`config.mk`:
```
export PLATFORM = sky130hd
export DESIGN_NAME = llcp_div
export DESIGN_NICKNAME = d
export VERILOG_FILES = /design/src/sv/llcp_pkg.sv /design/src/sv/llcp_div.sv
export SDC_FILE = /design/constraint.sdc
export NUM_CORES = 1
export LEC_CHECK = 0
export ABC_AREA = 1
export CAP_MARGIN = 20
export CORE_MARGIN = 2
export CORE_UTILIZATION = 50
export CTS_BUF_LIST = sky130_fd_sc_hd__clkbuf_4 sky130_fd_sc_hd__clkbuf_8
export DETAILED_ROUTE_END_ITERATION = 12
export DONT_BUFFER_PORTS = 1
export HOLD_SLACK_MARGIN = 0.02
export PLACE_DENSITY = 0.75
export REMOVE_ABC_BUFFERS = 1
export SLEW_MARGIN = 20
export SYNTH_ARGS = -nofsm -noshare
export SYNTH_HDL_FRONTEND = slang
export SYNTH_SLANG_ARGS = --single-unit
```
`constraint.sdc`:
```
create_clock -name clk -period 6.5 [get_ports clk]
set_clock_uncertainty 0.15 [all_clocks]
set_input_delay 0.65 -clock clk [delete_from_list [all_inputs] [get_ports clk]]
set_output_delay 0.65 -clock clk [all_outputs]
set_load 0.005 [all_outputs]
```
`src/sv/llcp_pkg.sv`:
```
// shared types and constants for the line-to-line closest point pipeline
`timescale 1ns / 1ps
package llcp_pkg;

    // digit width of the partial-product multipliers
    localparam int MUL_DIGIT = 16;

    // enable and valid of the stage before, for multiplier and divider
    typedef struct packed {
        logic en;
        logic vld;
    } pipe_ctl_t;

endpackage

```
`src/sv/llcp_div.sv`:
```
// pipelined restoring divider, one quotient bit per stage, with overflow flag
`timescale 1ns / 1ps
module llcp_div #(
    parameter int NW = 16,
    parameter int DW = 16,
    parameter int QB = 8,
    parameter int SW = 1
) (
    input  logic                clk,
    input  logic                rst_n,
    input  llcp_pkg::pipe_ctl_t ctl,
    input  logic [NW-1:0]       n,
    input  logic [DW-1:0]       d,
    input  logic [SW-1:0]       side_in,
    output logic                out_vld,
    output logic [QB-1:0]       q,
    output logic [DW-1:0]       rem,
    output logic                ovf,
    output logic [DW-1:0]       d_out,
    output logic [SW-1:0]       side_out
);
    import llcp_pkg::*;

    localparam int RW = DW + QB;

    logic [RW-1:0] rem_reg  [QB+1];
    logic [QB-1:0] q_reg    [QB+1];
    logic [DW-1:0] d_reg    [QB+1];
    logic [SW-1:0] side_reg [QB+1];
    logic [QB:0]   ovf_reg;
    logic [QB:0]   vld_reg;

    // first stage: quotient too large for the bits kept
    logic [RW-1:0] n_ext;
    assign n_ext = RW'(n);

    always_ff @(posedge clk or negedge rst_n)
    begin
        if (!rst_n)
        begin
            vld_reg[0] <= 1'b0;
        end
        else if (ctl.en)
        begin
            vld_reg[0] <= ctl.vld;
        end
    end

    always_ff @(posedge clk)
    begin
        if (ctl.en)
        begin
            rem_reg[0]  <= n_ext;
            q_reg[0]    <= '0;
            d_reg[0]    <= d;
            side_reg[0] <= side_in;
            ovf_reg[0]  <= n_ext >= (RW'(d) << QB);
        end
    end

    for (genvar j = 1; j <= QB; j++) begin : g_bit
        logic [RW-1:0] ds;
        logic          take;
        logic [RW-1:0] rem_next;
        logic [QB-1:0] q_next;

        assign ds   = RW'(d_reg[j-1]) << (QB - j);
        assign take = !ovf_reg[j-1] && (rem_reg[j-1] >= ds);

        always_comb
        begin
            rem_next = rem_reg[j-1];
            q_next   = q_reg[j-1];
            if (take)
            begin
                rem_next        = rem_reg[j-1] - ds;
                q_next[QB - j]  = 1'b1;
            end
        end

        always_ff @(posedge clk or negedge rst_n)
        begin
            if (!rst_n)
            begin
                vld_reg[j] <= 1'b0;
            end
            else if (ctl.en)
            begin
                vld_reg[j] <= vld_reg[j-1];
            end
        end

        always_ff @(posedge clk)
        begin
            if (ctl.en)
            begin
                rem_reg[j]  <= rem_next;
                q_reg[j]    <= q_next;
                d_reg[j]    <= d_reg[j-1];
                side_reg[j] <= side_reg[j-1];
                ovf_reg[j]  <= ovf_reg[j-1];
            end
        end
    end

    assign out_vld  = vld_reg[QB];
    assign q        = q_reg[QB];
    assign rem      = rem_reg[QB][DW-1:0];
    assign ovf      = ovf_reg[QB];
    assign d_out    = d_reg[QB];
    assign side_out = side_reg[QB];

endmodule

```
# ---- Yosys cells after proc, flatten, opt, wreduce, memory -nomap -nowiden
# Memory sizes are Yosys's and may differ from the RTL's.
# Cells that the tools add are included.
dict set report classes {
  reduce_logical 16
  n_mux 18
  n_addsub 8
  order_cmp 9
}
# operator count
set ops {}
lappend ops {{$mux 24} 8}
lappend ops {{$ge 16x24->1} 1}
lappend ops {{$ge 24x16->1} 1}
lappend ops {{$ge 24x17->1} 1}
lappend ops {{$ge 24x18->1} 1}
lappend ops {{$ge 24x19->1} 1}
lappend ops {{$ge 24x20->1} 1}
lappend ops {{$ge 24x21->1} 1}
lappend ops {{$ge 24x22->1} 1}
lappend ops {{$ge 24x23->1} 1}
lappend ops {{$sub 24x16->24} 1}
lappend ops {{$sub 24x17->24} 1}
lappend ops {{$sub 24x18->24} 1}
lappend ops {{$sub 24x19->24} 1}
lappend ops {{$sub 24x20->24} 1}
lappend ops {{$sub 24x21->24} 1}
lappend ops {{$sub 24x22->24} 1}
lappend ops {{$sub 24x23->24} 1}
lappend ops {{$mux 1} 10}
lappend ops {{$logic_and 1x1->1} 8}
lappend ops {{$logic_not 1->1} 8}
dict set report totals {
  register_bits 18
  inputBits 37
  mem_count 4
  output_inout_bits 43
  mem_bits_rw 441
}
# name words width read_ports rd_ports_with_merged_regs write_ports line
set memory_table {}
lappend memory_table {rem_reg 9 24 9 0 9 llcp_div.sv:26} ;# logic [RW-1:0] rem_reg [QB+1];
lappend memory_table {d_reg 9 16 9 0 9 llcp_div.sv:28} ;# logic [DW-1:0] d_reg [QB+1];
lappend memory_table {q_reg 9 8 9 0 9 llcp_div.sv:27} ;# logic [QB-1:0] q_reg [QB+1];
lappend memory_table {side_reg 9 1 9 0 9 llcp_div.sv:29} ;# logic [SW-1:0] side_reg [QB+1];

# ---- Logic depth before layout (Yosys ltp)
# Gate-level depths: netlist (run 1).
# An unclocked memory read counts as a cell.
dict set report logic_depth {
  ltp_word 4
  mapped_depth 15
  depth_no_buf 14
}

# ---- Worst setup path after synthesis (run 1)
# Ideal clock, no wire load.
dict set report synth_path {
  path_kind {register to register}
  start {memory d_reg[7][0] (netlist: d_reg[0][112])}
  end {memory rem_reg[2][10] (netlist bit) (data pin)}
  path_slack_ns 4.221
  stages_incl_launch_ff 14
  required_ns 6.097
  t_arrival_ns 1.875
  cell_sequence {edfxtp_1 -> ha_1 -> fa_1 -> inv_1 -> nand3_1 -> nand3_1 -> nand2_1 -> nand2_1 -> nand2_1 -> nand3_4 -> nand2_4 -> buf_6 -> nand2_1 -> nand2_1}
}
# item line
set synth_rtl {}
lappend synth_rtl {{start, declared} llcp_div.sv:28}
lappend synth_rtl {{end, declared} llcp_div.sv:26}

==> results of run 1 <==
critical path: stages, from the launching register on:
cell and delay, ns:
edfxtp_1 0.51, ha_1 0.42, nand2_1 0.09, nand2_1 0.09, inv_1 0.08, nand2_2 0.10
nand2_1 0.10, nand3_1 0.11, nand2_1 0.10, nand3_2 0.12, nand2_4 0.33, inv_4 0.17
nand2_1 0.11, nand2_1 0.08
cell type report:
class	count	area, sq um
Fill cell	4387	21200
Sequential cell	407	12200
Multi-Input combinational cell	1957	9930
Inverter	492	1850
Clock buffer	101	1230
Tap cell	615	769
Timing Repair Buffer	42	433
Clock inverter	31	284
power groups by stage:
stage	Sequential [uW]	Combinational (uW)	Clock, uW
after detailed placement	3410	1700	0
after CTS	3360	1750	2560
after global routing	3370	1990	2670
final	3360	1760	2490
after global placement	3400	1680	0
after floorplan	3320	1290	0
metal layers:
metal / part of all wire / vias up
met1: 0.37 / 8784
met5: 0 / -
met2: 0.55 / 410
met3: 0.033 / 150
li1: - / 9451
met4: 0.046 / 0
layout by cell type, fill, tap and decap left out, types with 3 or more instances in the layout:
cell type / Yosys / routed
fa_1: 8 / 8
clkinv_1: 1 / 17
nor3_1: 15 / 15
nor3_2: 4 / 4
xnor2_1: 43 / 43
nand2_1: 1047 / 1047
and2_1: 5 / 5
a21oi_1: 87 / 87
nand2_4: 4 / 4
a21oi_2: 6 / 6
dlygate4sd3_1: 0 / 39
ha_1: 129 / 129
inv_2: 4 / 4
nor2_1: 221 / 221
o21ai_2: 26 / 26
o21bai_1: 6 / 6
nand3b_1: 13 / 13
nand4_1: 30 / 30
inv_1: 486 / 486
o21ai_0: 27 / 27
bufinv_16: 0 / 3
nor4_1: 5 / 5
clkbuf_4: 0 / 25
edfxtp_1: 398 / 398
inv_12: 0 / 4
clkinv_2: 0 / 5
nand3_1: 178 / 178
o21ai_1: 37 / 37
nor2_4: 3 / 3
dfrtp_1: 9 / 9
xor2_1: 24 / 24
nor2_2: 9 / 9
clkbuf_8: 0 / 76
nand2_2: 14 / 14
path summary, 6_finish.rpt:
path / depth (start not counted) / end / from
setup / recovery: 13 / rem_reg[1][93] / rem_reg[1][51]
hold / removal: 0 / d_reg[0][78] / ctl[1]
setup reg to reg: 13 / rem_reg[1][93] / rem_reg[1][51]
hold reg to reg: 0 / q_reg[0][67] / q_reg[0][59]
max in group asynchronous: 1 / vld_reg[5] / rst_n
min in group asynchronous: 1 / vld_reg[3] / rst_n
logic make-up after synthesis:
group | share of synthesized area
and+or+nand+nor | 0.264
buffers and inverters | 0.0916
DFF | 0.500
AOI/OAI and AO/OA | 0.0469
adders and majority gates | 0.0729
xor gates and xnor gates | 0.0241
muxes | 0.000463
cells in the mapped netlist (all sizes together):
cell / instances
nand2: 1065
inv: 491
edfxtp: 398
nor2: 233
nand3: 181
ha: 129
a21oi: 94
o21ai: 90
xnor2: 43
buf: 42
nand4: 31
xor2: 24
nor3: 19
nand3b: 13
dfrtp: 9
fa: 8
o21bai: 6
and2: 5
nor4: 5
clkbuf: 3
a21boi: 2
a21o: 2
and3: 1
clkinv: 1
mux2: 1
nor3b: 1
o211ai: 1
o21a: 1
or2: 1
or3: 1
through the flow:
step | utilization | hold WS [ns] | total power [uW]
6_report | 0.557 | 0.167 | 7610
3_5_place_dp | 0.517 | 0.205 | 5110
3_3_place_gp | 0.517 | 0.205 | 5080
4_1_cts | 0.557 | 0.0253 | 7670
5_1_grt | 0.557 | 0.0698 | 8040
2_1_floorplan | - | 0.204 | 4610
==> impl_metrics.py, run 1 <==
metrics = {
    "outcome": {
        "outcome": "finished, final reports clean",
    },
    "power_and_ir_drop": {
        "p_leak_uw": 0.0127,
        "powerDensity_mw_per_mm2": 285,
        "power_frac_comb": 0.232,
        "switching_power_uw": 2450,
        "seq_power_share": 0.441,
        "swShare": 0.321,
        "peakVddDrop_uv": 220,
        "p_clk_frac": 0.327,
        "p_int_uw": 5160,
    },
    "setup_path": {
        "start_kind": "flip-flop",
        "cp_max_fo": 32,
        "worstPathRequired_ns": 6.74,
        "arrival_ns": 3.09,
        "end_kind": "flip-flop",
        "crit_type": "reg -> reg",
        "reg2reg_slack_ns": 3.65,
    },
    "clock_tree": {
        "cts.sinks": 407,
        "cts_resized": 0,
        "clock_tree.root_cell": "clkbuf_8",
        "numCtsBuffers": 73,
        "cts_hold_repair.buffers": 40,
        "cts_setup_buffers": 0,
        "clk_pin_slew_ns": 0.06,
        "insertion_delay_ns": 0.67,
        "htree_levels": 3,
        "cts_tree": "built",
        "clockBufferDepth": 3,
    },
    "place": {
        "port_buffers": 0,
        "dpl_cell_area_sq_mm": 0.0247,
        "dp.cells": 3473,
        "place_congestion": 0.955,
        "dp_hpwl_mm": 48.7,
        "post-place-ws_ns": 3.69,
    },
    "global_routing": {
        "use_met3": 0.0358,
        "grt_pass1_vias": 19300,
        "grt_util_met1": 0.264,
        "globalRoute.busiestLayer": "met2",
        "grt_max_degree": 229,
        "grt.total_usage": 0.258,
        "grt-ovfl-total": 0,
        "antenna_found_initial": 0,
        "grt_util_met2": 0.508,
        "grt_pass1_wl_mm": 99.9,
    },
    "logic_synthesis": {
        "yosysSeqAreaShare": 0.500,
        "synth_area_leader_cell": "edfxtp_1",
        "ys_warn_count": 0,
        "synth_area_leaders": "edfxtp_1 49%, nand2_1 16%, inv_1 7.5%",
        "synth_area_per_cell_sq_um": 8.39,
        "syn-instance-count": 2901,
        "ys_types": 46,
        "ys_ff_latch": 407,
        "syn_area_sq_mm": 0.0243,
        "synth_top_cell_area_share": 0.491,
    },
    "timing": {
        "relSlewSlack": 0.384,
        "grt_setup_unrepaired": "no",
        "max_freq_mhz": 351,
        "setup_ws_ns": 3.65,
        "hold_viol_final": 0,
        "fin_crit_ns": 2.85,
        "slew_violations": 0,
        "fin_crit_sh": 0.438,
        "worstMarginPinSlew_ns": 0.924,
        "tns_ns": 0,
        "setup_viol": 0,
    },
    "layout": {
        "largest_reg_flops": 200,
        "diodes": 0,
        "drive_gt1_frac": 0.0647,
        "stdcell_count": 3645,
        "syn2layout_area_growth_pct": 9.62,
        "nets": 3147,
        "final_area_sq_mm": 0.0267,
    },
    "die": {
        "rows": 80,
        "io_pins": 80,
        "coreArea_sq_mm": 0.0478,
        "initial_utilization": 0.509,
        "die_w_microns": 225,
        "dieArea_sq_mm": 0.0504,
        "die_y_microns": 225,
    },
    "flow_run": {
        "maxCapViolCount": 0,
    },
    "drt": {
        "drc_errors": 0,
        "wl_per_cell_microns": 17.4,
        "via_per_inst": 5.16,
        "dr_total_vias": 18800,
        "antenna_left": 0,
        "routed_wl_mm": 63.4,
        "drtIter0Drc": 1134,
        "first_pass_iters": 5,
    },
    "min_path": {
        "hp-class": "in -> reg",
    },
}
No activity file was read; power rests on OpenSTA's default activity.
==> run 2: changes to the inputs <==
clock period = 2.7 ns   (was 6.5 ns; I/O delays follow)
==> impl_metrics.py, run 2 (same netlist as run 1, synthesis figures left out) <==
metrics = {
    "timing": {
        "fin_crit_sh": 0.932,
        "setup_viol": 0,
        "slew_violations": 0,
        "tns_ns": 0,
        "worstMarginPinSlew_ns": 1.24,
        "max_freq_mhz": 398,
        "fin_hold_ws_ns": -0.411,
        "relSlewSlack": 0.173,
        "fin_crit_ns": 2.52,
        "hold_viol_final": 73,
        "grt_setup_unrepaired": "no",
    },
    "layout": {
        "diodes": 0,
        "final_cell_mix": "1,046 x nand2_1, 486 x inv_1, 398 x edfxtp_1",
        "multiInputGateArea_sq_mm": 0.00995,
        "drive_gt1_frac": 0.0811,
        "fillers": 4340,
        "post-route-util": 0.570,
        "final_common_cell": "nand2_1",
        "nets": 3198,
        "ff_latch_area_sq_mm": 0.0122,
        "largest_reg_flops": 200,
        "syn2layout_area_growth_pct": 12.1,
    },
    "setup_path": {
        "r2r_end": "rem_reg[0][40]",
        "end_kind": "flip-flop",
        "arrival_ns": 2.83,
        "max_stage_delay_ns": 0.43,
        "cp.depth": 10,
        "slowest_stage": "edfxtp_1",
        "rr_worst_depth": 10,
        "worstPathRequired_ns": 3.02,
        "critPathLaunch": "d_reg[0][8]",
        "cp_max_fo": 17,
        "regToRegStartpoint": "d_reg[0][8]",
        "start_kind": "flip-flop",
        "crit_chain": "inv_1, ha_1, nand2_1, nor2_2, inv_1, nor2_2, nand2_2, nand4_2, nand2_4, a21oi_2",
        "path_buf_inv": 2,
        "reg2reg_slack_ns": 0.18,
        "path_delay_family": "simple AND/OR/NAND/NOR gates",
        "crit_type": "reg -> reg",
    },
    "drt": {
        "first_pass_iters": 5,
        "dr_total_vias": 18900,
        "via_per_inst": 5.12,
        "drtIter0Drc": 1390,
        "wl_per_cell_microns": 17.1,
        "routed_wl_mm": 63.2,
        "antenna_left": 0,
        "drc_errors": 0,
    },
    "place": {
        "dp_hpwl_mm": 49.5,
        "port_buffers": 0,
        "place_congestion": 0.928,
    },
    "clock_tree": {
        "clock_tree.root_cell": "clkbuf_8",
        "insertion_delay_ns": 0.67,
        "htree_levels": 3,
        "numCtsBuffers": 73,
        "cts.sinks": 407,
        "clk_pin_slew_ns": 0.06,
        "cts_tree": "built",
        "clockBufferDepth": 3,
        "cts_hold_repair.buffers": 49,
    },
    "global_routing": {
        "grt_pass1_wl_mm": 100,
        "grt-ovfl-total": 0,
        "grt_max_degree": 416,
        "antenna_found_initial": 0,
        "grt.total_usage": 0.258,
        "grt_pass1_vias": 19000,
    },
    "die": {
        "io_pins": 80,
        "die_y_microns": 225,
        "initial_utilization": 0.509,
        "die_w_microns": 225,
        "dieArea_sq_mm": 0.0504,
        "rows": 80,
        "coreArea_sq_mm": 0.0478,
    },
    "min_path": {
        "holdPathStages": 0,
        "hold_path.startpoint": "ctl[1]",
        "min_to": "d_reg[0][60]",
        "hp-class": "in -> reg",
    },
    "power_and_ir_drop": {
        "peakVddDrop_uv": 485,
        "p_leak_uw": 0.0130,
        "swShare": 0.306,
        "p_int_uw": 13200,
        "switching_power_uw": 5820,
        "p_clk_frac": 0.347,
        "powerDensity_mw_per_mm2": 696,
        "seq_power_share": 0.427,
        "power_frac_comb": 0.226,
    },
    "flow_run": {
        "maxCapViolCount": 0,
    },
    "outcome": {
        "violations": "negative hold slack",
        "outcome": "finished with violations",
    },
}
[run 2: final cells by class]
type,count,area share
Multi-Input combinational cell,1957,0.365
Tap cell,615,0.0282
Sequential cell,407,0.447
Clock buffer,96,0.0446
Timing Repair Buffer,93,0.0318
Inverter,492,0.0678
Clock inverter,36,0.0164
[run 2: layer usage]
| metal | track usage | vias to the layer above | wire length, microns |
|---|---|---|---|
| met5 | 0 | - | 0 |
| met4 | 0.131 | 0 | 3270 |
| met3 | 0.0398 | 177 | 2410 |
| met2 | 0.465 | 474 | 32300 |
| met1 | 0.297 | 8719 | 25300 |
| li1 | - | 9552 | - |
[run 2: power groups by stage]
stage               Combinational (uW)  Clock (uW)  Sequential (uW)
floorplan                         3110           0             7990
detailed placement                4170           0             8220
CTS                               4280        6750             8090
global placement                  4140           0             8210
global route                      4880        7000             8140
finish                            4290        6590             8100
[run 2: timing repair]
action	4_1_cts	5_1_grt
hold endpoints to repair	450	398
setup endpoints to repair	0	21
resized for setup	0	7
setup buffers	0	1
[run 2: worst max-delay path by stage]
stage	endpoint	slack [ns]
floorplan	rem_reg[0][86]	0.24
global route	rem_reg[2][8]	0.002
detailed placement	rem_reg[2][5]	0.08
finish	rem_reg[0][40]	0.18
global placement	rem_reg[2][5]	0.08
CTS	rem_reg[2][5]	0.05
[run 2: worst reg2reg max path, cell delays in order, from the launching register on]
cell and delay [ns]:
edfxtp_1 0.43, inv_1 0.07, ha_1 0.42, nand2_1 0.13, nor2_2 0.16, inv_1 0.06, nor2_2 0.15, nand2_2 0.09
nand4_2 0.18, nand2_4 0.19, a21oi_2 0.29
[run 2: metrics by stage]
stage | setup WS [ns] | total power (uW) | instance area (sq um) | instances | hold slack, ns
after floorplan | 0.244 | 11100 | 24000 | 2856 | -0.176
after global placement | 0.0847 | 12300 | 25100 | 3514 | -0.175
after detailed placement | 0.0763 | 12400 | 25100 | 3514 | -0.175
after CTS | 0.0528 | 19100 | 27200 | 3695 | -0.435
after global routing | 0.00248 | 20000 | 27300 | 3696 | -0.460
final | 0.184 | 19000 | 27300 | 3696 | -0.411
